File: config.mk
export PLATFORM = sky130hd
export DESIGN_NAME = baro_compensate_and_kalman_smooth
export DESIGN_NICKNAME = d
export VERILOG_FILES = /design/src/hw/rtl/baro_pkg.sv /design/src/hw/rtl/baro_mul_serial.sv /design/src/hw/rtl/baro_div_serial.sv /design/src/hw/rtl/baro_compensate_and_kalman_smooth.sv
export SDC_FILE = /design/constraint.sdc
export NUM_CORES = 2
export LEC_CHECK = 0
export BUFFER_PORTS_ARGS = -buffer_cell sky130_fd_sc_hd__buf_2
export CAP_MARGIN = 20
export CORE_MARGIN = 2
export CORE_UTILIZATION = 50
export CTS_BUF_LIST = sky130_fd_sc_hd__clkbuf_8
export DETAILED_ROUTE_END_ITERATION = 10
export HOLD_SLACK_MARGIN = 0.06
export PLACE_DENSITY = 0.67
export SLEW_MARGIN = 0
export SYNTH_ARGS = -nofsm -noshare
export SYNTH_HDL_FRONTEND = slang
export SYNTH_HIERARCHICAL = 1
export SYNTH_SLANG_ARGS = --single-unit
export TNS_END_PERCENT = 5
File: constraint.sdc
create_clock -name aclk -period 17.5 [get_ports aclk]
set_clock_uncertainty 0.15 [all_clocks]
set_input_delay 0 -clock aclk [delete_from_list [all_inputs] [get_ports aclk]]
set_output_delay 0 -clock aclk [all_outputs]
set_load 0.02 [all_outputs]
File: src/hw/rtl/baro_pkg.sv
// Shared types and constants for the barometric compensation and Kalman block.
package baro_pkg;

    typedef struct packed {
        logic [23:0] raw_pressure;
        logic [23:0] raw_temperature;
    } baro_in_t;

    typedef struct packed {
        logic signed [14:0] temperature_tenths;
        logic signed [23:0] compensated_pressure;
        logic signed [23:0] filtered_pressure;
        logic [23:0]        error_covariance;
        logic               pressure_valid;
    } baro_out_t;

    // Register indexes
    localparam logic [2:0] REG_SENS        = 3'd0;
    localparam logic [2:0] REG_OFFSET      = 3'd1;
    localparam logic [2:0] REG_SENS_TC     = 3'd2;
    localparam logic [2:0] REG_OFFSET_TC   = 3'd3;
    localparam logic [2:0] REG_REF_TEMP    = 3'd4;
    localparam logic [2:0] REG_TEMP_COEFF  = 3'd5;
    localparam logic [2:0] REG_PROC_NOISE  = 3'd6;
    localparam logic [2:0] REG_SENS_NOISE  = 3'd7;

    localparam logic [23:0] COV_RESET = 24'd1281884;
    localparam logic [23:0] Q_RESET   = 24'd32768;

    // ceil(2^22 / 10): exact divide by ten for magnitudes below 2^18
    localparam logic [18:0] TENTH_RECIP = 19'd419431;

    // Serial multiplier operation codes
    localparam logic [1:0] MUL_SIGNED_B = 2'd0;
    localparam logic [1:0] MUL_UNSIGNED = 2'd1;

    typedef struct packed {
        logic start;
        logic b_signed;
    } baro_mul_ctl_t;

endpackage

File: src/hw/rtl/baro_mul_serial.sv
// Bit-serial shift-add multiplier: unsigned a times (signed or unsigned) b.
module baro_mul_serial
    import baro_pkg::*;
#(
    parameter int AW = 48,
    parameter int BW = 26
) (
    input  logic                     aclk,
    input  logic                     aresetn,
    input  baro_mul_ctl_t            ctl,
    input  logic [AW-1:0]            a,
    input  logic [BW-1:0]            b,
    output logic                     done,
    output logic signed [AW+BW:0]    prod
);
    localparam int CW = $clog2(BW + 1);

    logic [AW+BW:0] acc_reg, acc_next;
    logic [BW-1:0]  b_reg, b_next;
    logic [AW-1:0]  a_reg;
    logic           sgn_reg;
    logic [CW-1:0]  cnt_reg, cnt_next;
    logic           busy_reg, busy_next;
    logic           done_reg, done_next;
    logic [AW+BW:0] addend;

    // one bit of b per cycle, LSB first; top bit of a signed b subtracts
    always_comb begin
        addend    = {{(BW+1){1'b0}}, a_reg} << cnt_reg;
        acc_next  = acc_reg;
        b_next    = b_reg;
        cnt_next  = cnt_reg;
        busy_next = busy_reg;
        done_next = 1'b0;
        if (ctl.start) begin
            acc_next  = '0;
            b_next    = b;
            cnt_next  = '0;
            busy_next = 1'b1;
        end else if (busy_reg) begin
            if (b_reg[0]) begin
                if (sgn_reg && (cnt_reg == CW'(BW - 1))) begin
                    acc_next = acc_reg - addend;
                end else begin
                    acc_next = acc_reg + addend;
                end
            end
            b_next   = b_reg >> 1;
            cnt_next = cnt_reg + 1'b1;
            if (cnt_reg == CW'(BW - 1)) begin
                busy_next = 1'b0;
                done_next = 1'b1;
            end
        end
    end

    always_ff @(posedge aclk) begin
        if (!aresetn) begin
            busy_reg <= 1'b0;
            done_reg <= 1'b0;
            cnt_reg  <= '0;
        end else begin
            busy_reg <= busy_next;
            done_reg <= done_next;
            cnt_reg  <= cnt_next;
        end
        acc_reg <= acc_next;
        b_reg   <= b_next;
        if (ctl.start) begin
            a_reg   <= a;
            sgn_reg <= ctl.b_signed;
        end
    end

    assign done = done_reg;
    assign prod = $signed(acc_reg);

endmodule

File: src/hw/rtl/baro_div_serial.sv
// Restoring divider, one quotient bit per cycle (unsigned).
module baro_div_serial #(
    parameter int NW = 40,
    parameter int DW = 40
) (
    input  logic          aclk,
    input  logic          aresetn,
    input  logic          start,
    input  logic [NW-1:0] num,
    input  logic [DW-1:0] den,
    output logic          done,
    output logic [NW-1:0] quot
);
    localparam int CW = $clog2(NW + 1);

    logic [NW-1:0] q_reg;
    logic [DW:0]   rem_reg;
    logic [DW-1:0] d_reg;
    logic [CW-1:0] cnt_reg;
    logic          busy_reg, done_reg;
    logic [DW:0]   trial;
    logic [DW:0]   diff;

    always_comb begin
        trial = {rem_reg[DW-1:0], q_reg[NW-1]};
        diff  = trial - {1'b0, d_reg};
    end

    always_ff @(posedge aclk) begin
        if (!aresetn) begin
            busy_reg <= 1'b0;
            done_reg <= 1'b0;
            cnt_reg  <= '0;
        end else begin
            done_reg <= 1'b0;
            if (start) begin
                busy_reg <= 1'b1;
                cnt_reg  <= '0;
            end else if (busy_reg) begin
                cnt_reg <= cnt_reg + 1'b1;
                if (cnt_reg == CW'(NW - 1)) begin
                    busy_reg <= 1'b0;
                    done_reg <= 1'b1;
                end
            end
        end
        if (start) begin
            q_reg   <= num;
            rem_reg <= '0;
            d_reg   <= den;
        end else if (busy_reg) begin
            if (!diff[DW]) begin
                rem_reg <= diff;
                q_reg   <= {q_reg[NW-2:0], 1'b1};
            end else begin
                rem_reg <= trial;
                q_reg   <= {q_reg[NW-2:0], 1'b0};
            end
        end
    end

    assign done = done_reg;
    assign quot = q_reg;

endmodule

File: src/hw/rtl/baro_compensate_and_kalman_smooth.sv
// Top level: barometric compensation followed by a scalar Kalman smoother.
//
// Usage:
//   s_valid/s_ready/s_data carry one beat of raw pressure (D1) and raw
//   temperature (D2). m_valid/m_ready/m_data return one beat per input with
//   temperature in tenths, compensated and filtered pressure, covariance and
//   a valid flag. The user must write calibration and noise registers via
//   cfg_we/cfg_index/cfg_data only while idle; the block has no such check.
// Sequencing:
//   One beat at a time. A sequencer drives one shared bit-serial multiplier
//   (26 multiplier bits) six times and one restoring divider (41 quotient
//   bits) once. m_valid rises when the result enters the output register
//   and s_ready rises with it, so the next beat is accepted only once the
//   previous result has been loaded.
// Stalls:
//   While m_ready is low the output register holds the result; the next beat
//   is still accepted and waits in the last step until the register is free.
// Reset:
//   aresetn (synchronous, active low) clears calibration words, sets the
//   process noise to 0.5 and the covariance to 19.56, and unprimes the filter.
module baro_compensate_and_kalman_smooth
    import baro_pkg::*;
#(
    parameter int PRESSURE_EXTRA_BITS = 5
) (
    input  logic        aclk,
    input  logic        aresetn,
    input  logic        s_valid,
    output logic        s_ready,
    input  baro_in_t    s_data,
    output logic        m_valid,
    input  logic        m_ready,
    output baro_out_t   m_data,
    input  logic        cfg_we,
    input  logic [2:0]  cfg_index,
    input  logic [23:0] cfg_data
);
    localparam int PSH = 15 - PRESSURE_EXTRA_BITS;

    // sequencer states
    localparam logic [3:0] ST_IDLE  = 4'd0;
    localparam logic [3:0] ST_TEMP  = 4'd1;
    localparam logic [3:0] ST_OFF   = 4'd2;
    localparam logic [3:0] ST_SENS  = 4'd3;
    localparam logic [3:0] ST_X     = 4'd4;
    localparam logic [3:0] ST_DIV   = 4'd5;
    localparam logic [3:0] ST_EST   = 4'd6;
    localparam logic [3:0] ST_COV   = 4'd7;
    localparam logic [3:0] ST_OUT   = 4'd8;

    // configuration registers
    logic [15:0] c1_reg, c2_reg, c3_reg, c4_reg, c5_reg, c6_reg, r_reg;
    logic [23:0] q_reg;

    always_ff @(posedge aclk) begin
        if (!aresetn) begin
            c1_reg <= '0; c2_reg <= '0; c3_reg <= '0; c4_reg <= '0;
            c5_reg <= '0; c6_reg <= '0; r_reg <= '0;
            q_reg  <= Q_RESET;
        end else if (cfg_we) begin
            unique case (cfg_index)
                REG_SENS:       c1_reg <= cfg_data[15:0];
                REG_OFFSET:     c2_reg <= cfg_data[15:0];
                REG_SENS_TC:    c3_reg <= cfg_data[15:0];
                REG_OFFSET_TC:  c4_reg <= cfg_data[15:0];
                REG_REF_TEMP:   c5_reg <= cfg_data[15:0];
                REG_TEMP_COEFF: c6_reg <= cfg_data[15:0];
                REG_PROC_NOISE: q_reg  <= cfg_data;
                REG_SENS_NOISE: r_reg  <= cfg_data[15:0];
                default: ;
            endcase
        end
    end

    // datapath registers
    logic [3:0]          st_reg;
    logic [23:0]         d1_reg;
    logic signed [24:0]  dt_reg;
    logic signed [47:0]  off_reg;
    logic signed [47:0]  sens_reg;
    logic signed [24:0]  pc_reg;
    logic                pvalid_reg;
    logic [24:0]         p1_reg;
    logic [16:0]         k_reg;
    logic signed [39:0]  est_reg;
    logic [23:0]         cov_reg;
    logic                primed_reg;
    logic                out_valid_reg;
    baro_out_t           out_reg;
    logic signed [14:0]  tenths_reg;
    logic signed [18:0]  t100_reg;
    logic signed [23:0]  filt_reg;

    // shared multiplier: a is unsigned up to 48 bits, b signed/unsigned 26 bits
    localparam int AW = 48;
    localparam int BW = 26;
    baro_mul_ctl_t       mctl;
    logic [AW-1:0]       ma;
    logic [BW-1:0]       mb;
    logic                mdone;
    logic signed [AW+BW:0] mprod;
    logic                mstart_reg;
    logic                dstart_reg;
    logic                ddone;
    logic [40:0]         dquot;
    logic [40:0]         dden;
    logic [AW-1:0]       ma_sel;
    logic [BW-1:0]       mb_sel;

    baro_mul_serial #(.AW(AW), .BW(BW)) u_mul (
        .aclk, .aresetn, .ctl(mctl), .a(ma_sel), .b(mb_sel), .done(mdone), .prod(mprod)
    );

    assign dden = 41'(p1_reg) + {9'd0, r_reg, 16'd0};

    baro_div_serial #(.NW(41), .DW(41)) u_div (
        .aclk, .aresetn, .start(dstart_reg), .num({p1_reg, 16'd0}),
        .den(dden), .done(ddone), .quot(dquot)
    );

    // operand selection per step
    logic signed [40:0] diff;
    logic signed [39:0] mval;
    always_comb begin
        mval = {pc_reg[23:0], 16'd0};
        diff = primed_reg ? (41'(mval) - 41'(est_reg)) : 41'sd0;
        ma = '0;
        mb = '0;
        mctl.start    = mstart_reg;
        mctl.b_signed = 1'b1;
        unique case (st_reg)
            ST_TEMP: begin ma = AW'(c6_reg); mb = BW'(dt_reg); end
            ST_OFF:  begin ma = AW'(c4_reg); mb = BW'(dt_reg); end
            ST_SENS: begin ma = AW'(c3_reg); mb = BW'(dt_reg); end
            ST_X:    begin ma = AW'(d1_reg); mb = BW'(0); end
            ST_EST:  begin ma = AW'(k_reg); mb = BW'(0); end
            ST_COV:  begin
                ma = AW'(p1_reg);
                mb = BW'(17'd65536 - k_reg);
                mctl.b_signed = 1'b0;
            end
            default: ;
        endcase
    end

    // X and estimate products need signed wide operands: handle via sign/magnitude
    logic [47:0] xmag;
    logic        xneg;
    logic [40:0] dmag;
    logic        dneg;
    logic signed [AW+BW:0] mprod_fix;
    always_comb begin
        xneg = sens_reg[47];
        xmag = xneg ? 48'(-sens_reg) : 48'(sens_reg);
        dneg = diff[40];
        dmag = dneg ? 41'(-diff) : 41'(diff);
        mprod_fix = mprod;
    end

    logic [AW-1:0] ma_x;
    logic [BW-1:0] mb_x;
    // long operands are mapped so that multiplier a carries the wide magnitude
    always_comb begin
        ma_x = '0; mb_x = '0;
        if (st_reg == ST_X) begin
            ma_x = xmag; mb_x = BW'(d1_reg);
        end else begin
            ma_x = 48'(dmag); mb_x = BW'(k_reg);
        end
        ma_sel = ((st_reg == ST_X) || (st_reg == ST_EST)) ? ma_x : ma;
        mb_sel = ((st_reg == ST_X) || (st_reg == ST_EST)) ? mb_x : mb;
    end

    // floor shift helpers on the product
    logic signed [AW+BW:0] prod_s;
    logic signed [AW+BW:0] prod_mag_signed;
    always_comb begin
        prod_s = mprod_fix;
        prod_mag_signed = (((st_reg == ST_X) && xneg) || ((st_reg == ST_EST) && dneg))
                        ? -mprod_fix : mprod_fix;
    end

    logic signed [63:0] t100;
    logic signed [63:0] xval;
    logic signed [63:0] pfl;
    logic signed [63:0] ptr;
    logic signed [63:0] estn;
    logic signed [63:0] filt;
    always_comb begin
        t100 = 64'sd2000 + 64'(prod_s >>> 23);
        xval = 64'(prod_mag_signed >>> 21) - 64'(off_reg);
        pfl  = xval >>> PSH;
        ptr  = (pfl < 0) ? -((-pfl) >>> PRESSURE_EXTRA_BITS) : (pfl >>> PRESSURE_EXTRA_BITS);
        estn = 64'(est_reg) + 64'(prod_mag_signed >>> 16);
        filt = (estn < 0) ? -((-estn) >>> 16) : (estn >>> 16);
    end

    // tenths: magnitude times reciprocal of ten, sign restored (toward zero)
    logic [17:0]        t_mag;
    logic [36:0]        t_scaled;
    logic [14:0]        t_quot;
    logic signed [14:0] tenths_calc;
    always_comb begin
        t_mag       = t100_reg[18] ? 18'(-t100_reg) : 18'(t100_reg);
        t_scaled    = 37'(t_mag) * 37'(TENTH_RECIP);
        t_quot      = t_scaled[36:22];
        tenths_calc = t100_reg[18] ? -$signed(t_quot) : $signed(t_quot);
    end

    logic [24:0] p1_sum;
    assign p1_sum = 25'(cov_reg) + 25'(q_reg);

    // result moves to the output register once the slot is free
    logic load_out;
    assign load_out = (st_reg == ST_OUT) && (!out_valid_reg || m_ready);

    // sequencer
    always_ff @(posedge aclk) begin
        if (!aresetn) begin
            st_reg        <= ST_IDLE;
            mstart_reg    <= 1'b0;
            dstart_reg    <= 1'b0;
            out_valid_reg <= 1'b0;
            primed_reg    <= 1'b0;
            est_reg       <= '0;
            cov_reg       <= COV_RESET;
        end else begin
            mstart_reg <= 1'b0;
            dstart_reg <= 1'b0;
            if (load_out) out_valid_reg <= 1'b1;
            else if (m_ready) out_valid_reg <= 1'b0;
            unique case (st_reg)
                ST_IDLE: if (s_valid) begin
                    d1_reg <= s_data.raw_pressure;
                    dt_reg <= 25'(s_data.raw_temperature) - {1'b0, c5_reg, 8'd0};
                    p1_reg <= p1_sum[24] ? 25'hFFFFFF : p1_sum;
                    st_reg <= ST_TEMP;
                    mstart_reg <= 1'b1;
                end
                ST_TEMP: if (mdone) begin
                    t100_reg <= 19'(t100);
                    st_reg <= ST_OFF; mstart_reg <= 1'b1;
                end
                ST_OFF: if (mdone) begin
                    tenths_reg <= tenths_calc;
                    off_reg <= 48'({c2_reg, 16'd0}) + 48'(prod_s >>> 7);
                    st_reg <= ST_SENS; mstart_reg <= 1'b1;
                end
                ST_SENS: if (mdone) begin
                    sens_reg <= 48'({c1_reg, 15'd0}) + 48'(prod_s >>> 8);
                    st_reg <= ST_X; mstart_reg <= 1'b1;
                end
                ST_X: if (mdone) begin
                    pvalid_reg <= ptr > 0;
                    pc_reg <= (ptr > 64'sd8388607) ? 25'sd8388607 :
                              (ptr < -64'sd8388608) ? -25'sd8388608 : 25'(ptr);
                    st_reg <= ST_DIV; dstart_reg <= 1'b1;
                end
                ST_DIV: if (ddone) begin
                    k_reg <= (dden == '0) ? 17'd65536 : 17'(dquot);
                    if (!primed_reg) begin
                        est_reg <= mval;
                        primed_reg <= 1'b1;
                    end
                    st_reg <= ST_EST; mstart_reg <= 1'b1;
                end
                ST_EST: if (mdone) begin
                    est_reg <= 40'(estn);
                    filt_reg <= (filt > 64'sd8388607) ? 24'sh7FFFFF :
                        (filt < -64'sd8388608) ? 24'sh800000 : 24'(filt);
                    st_reg <= ST_COV; mstart_reg <= 1'b1;
                end
                ST_COV: if (mdone) begin
                    cov_reg <= 24'(mprod >>> 16);
                    st_reg <= ST_OUT;
                end
                ST_OUT: if (load_out) begin
                    out_reg.temperature_tenths   <= tenths_reg;
                    out_reg.compensated_pressure <= pc_reg[23:0];
                    out_reg.filtered_pressure    <= filt_reg;
                    out_reg.error_covariance     <= cov_reg;
                    out_reg.pressure_valid       <= pvalid_reg;
                    st_reg <= ST_IDLE;
                end
                default: st_reg <= ST_IDLE;
            endcase
        end
    end

    assign s_ready = (st_reg == ST_IDLE);
    assign m_valid = out_valid_reg;
    assign m_data  = out_reg;

`ifndef SYNTHESIS
    a_no_accept_busy: assert property (@(posedge aclk) disable iff (!aresetn)
        (st_reg != ST_IDLE) |-> !s_ready) else $error("accept while busy");
    a_out_hold: assert property (@(posedge aclk) disable iff (!aresetn)
        (m_valid && !m_ready) |=> m_valid) else $error("result dropped");
    a_primed_after: assert property (@(posedge aclk) disable iff (!aresetn)
        (st_reg == ST_EST) |-> primed_reg) else $error("estimate not primed");
`endif

endmodule

==> metrics.txt <==
M1 GR Usage=0.420; ratio of cells with drive above 1 in the final layout=0.0993; Post-Synthesis Cells=8,094; Largest register FFs=88; vias in the first global route=62,100; leak pwr=0.0314 uW; Worst EP arrival=11.81 ns; Area Overhead vs Synth=10.7%; clk_lat worst skew=0.94 ns; Initial Util=0.502; setup TNS=0 ns; CP endpoint kind=register; post-DP HPWL=191,000 um; EDFF count, synth=514; unrepaired setup endpoints after global routing=no; Routed Antenna Nets=0; total clock sinks=853; max-cap viol count=0; Synth cell types=133; max_slew headroom=0.216; post-route minimum period=11.37 ns; number of setup violations in the final report=0; initial antenna violation count=10; CTS tree=yes; Die X=380 um; DR DRC count=0; period utilization=0.650; IO buf count=169; met2 usage=0.539; WS Path Type=register to register; Placement Setup Slack=6.51 ns; total grt overflow=0; Final Worst Setup Slack=6.13 ns; Cell Area, Synth=70,800 um2; CTS clk-pin slew, worst paths=0.07 ns; H-tree depth=4; first-pass GRT wire length=378,000 um; CTS root buf=clkbuf_8; placed inst area=73,100 um2; post-synth top area share=0.218; Final Slew Violations=0; Critical Path RT=17.94 ns; global-route layer with the greatest usage=met2; Routed WL=252,000 um; Max Fclk=87.9 MHz; Synth Flop Type=edfxtp_1; GRT Util Overall=0.338; fin nets=8,984; CP max FO=40; WP buf/inv=3; Final Hold Fails=0; Vert. Die Dim=380 um; Clock Tree Buf Depth=3; met3 global-route usage=0.0591; Async S/R FF share, synth=0; synth warn=6; Seq/Total Area, Yosys=0.314; Slowest-stage cell, CP=dfxtp_1; Setup Buffers After CTS=0; drt initial violations=7,132; CP Launch Type=register; Hold WC Path Type=input pin to register; I/O pin total=170; Die ar.=145,000 um2; worst slew pin tran=1.17 ns; RePlAce Congestion=1.04; via count=65,000; core region area=141,000 um2; vias per cell=6.28; drt first pass iters=6; Top Family by Delay on Critical Path=simple AND/OR/NAND/NOR gates; wire per inst=24.3 um; PwrDens=84.2 nW/um2; area leader, netlist=edfxtp_1; maximum vdd drop=0.0000754 V; design area=78,300 um2; status=finished clean; CTS buffer count=148; Rows=138; #FFs+latches synth=853; Mean Syn Cell Area=8.74 um2; pin count of the biggest net entering global routing=76; most area-consuming cells after synthesis=edfxtp_1, dfxtp_1, ha_1; CP peak stage delay=0.87 ns
[metal layers]
metal,vias up,share of wire
met5,-,0.000060
met4,2,0.077
met3,798,0.084
met2,3208,0.45
met1,31100,0.39
li1,29900,-
[cell type report]
type	count	area (um2)
Antenna cell	7	17.5
Clock buffer	158	2170
Clock inverter	117	945
Fill cell	12700	62800
Inverter	447	1680
Multi-Input combinational cell	6392	45200
Sequential cell	853	22200
Tap cell	1890	2360
Timing Repair Buffer	479	3690
[worst paths after layout]
path                       end  slack (ns)  cells after the start          start
setup / recovery  filt_reg[22]        6.13                     31    est_reg[39]
hold reg to reg     m_data[75]        0.26                      0  tenths_reg[2]
setup reg to reg  filt_reg[22]        6.13                     31    est_reg[39]
hold / removal       q_reg[10]        0.06                      5   cfg_index[2]
[power breakdown]
| part | switching, uW | total, uW | internal [uW] |
|---|---|---|---|
| Sequential | 120 | 2380 | 2260 |
| Combinational | 1470 | 2280 | 812 |
| Clock | 939 | 1940 | 1000 |
| Total | 2530 | 6600 | 4070 |
[stage by stage]
stage                     utilization  hold WS, ns  power (uW)  cells
after floorplan                     -      -0.0511        3870   8118
after global placement          0.518       0.0261        4560   9859
after detailed placement        0.519       0.0281        4580   9860
after CTS                       0.555       0.0713        6550  10300
after global routing            0.555       0.0803        6870  10300
final                           0.555       0.0602        6600  10300
[cells by family (layout without fill, tap and decap cells)]
logic type,after synthesis,in the layout,synth area share
AO/OA/AOI/OAI,2115,2115,0.198
XOR/XNOR,633,633,0.0785
adder cells (fa/ha/maj),583,583,0.115
buffers and inverters,873,1201,0.0500
flip-flops,853,853,0.314
multiplexers,269,269,0.0554
other,1,32,0.0000530
AND/OR/NAND/NOR,2767,2767,0.189
[worst min-delay path, cell delays in order]
cell           delay [ns]
dlygate4sd3_1        0.54
buf_2                0.17
nand3_1              0.22
nand2_1              0.13
a21oi_1              0.05
[placed cells by master (no fill, tap or decap), types with 57 or more instances in the layout]
| master | count |
|---|---|
| nand2_1 | 1074 |
| a21oi_1 | 633 |
| edfxtp_1 | 514 |
| nor2_1 | 508 |
| inv_1 | 480 |
| ha_1 | 474 |
| xnor2_1 | 389 |
| o21ai_0 | 367 |
| dfxtp_1 | 329 |
| xor2_1 | 242 |
| nand3_1 | 205 |
| dlygate4sd3_1 | 198 |
| a21o_1 | 189 |
| buf_2 | 169 |
| clkbuf_8 | 158 |
| nor3_1 | 150 |
| fa_1 | 109 |
| buf_4 | 108 |
| mux2_2 | 105 |
| nand4_1 | 99 |
| nor2b_1 | 97 |
| a211oi_1 | 86 |
| and3_1 | 79 |
| mux2i_1 | 79 |
| and2_1 | 78 |
| nand2b_1 | 76 |
| nor4_1 | 75 |
| or3_1 | 71 |
| a22oi_1 | 66 |
| mux4_2 | 66 |
| a21boi_0 | 64 |
| o21a_1 | 61 |
| o21bai_1 | 60 |
| o211ai_1 | 60 |
| o31ai_1 | 59 |
| a31oi_1 | 57 |
[cell usage after synthesis, drive strengths merged (93+ instances only)]
cell type and n:
inv 444, a21o 190, xnor2 390, buf 105, xor2 243, mux2 108, nor2b 97, nand3 207
clkbuf 321, a21oi 653, o21ai 389, fa 109, edfxtp 514, a211oi 93, nand4 103, nor3 159
ha 474, nand2 1076, nor2 513, dfxtp 339
[timing repair]
item | CTS | global route
hold buffers | 198 | 0
gates resized for setup | 0 | 0
hold endpoints to repair | 432 | 0
No activity file was read; power rests on OpenSTA's default activity.
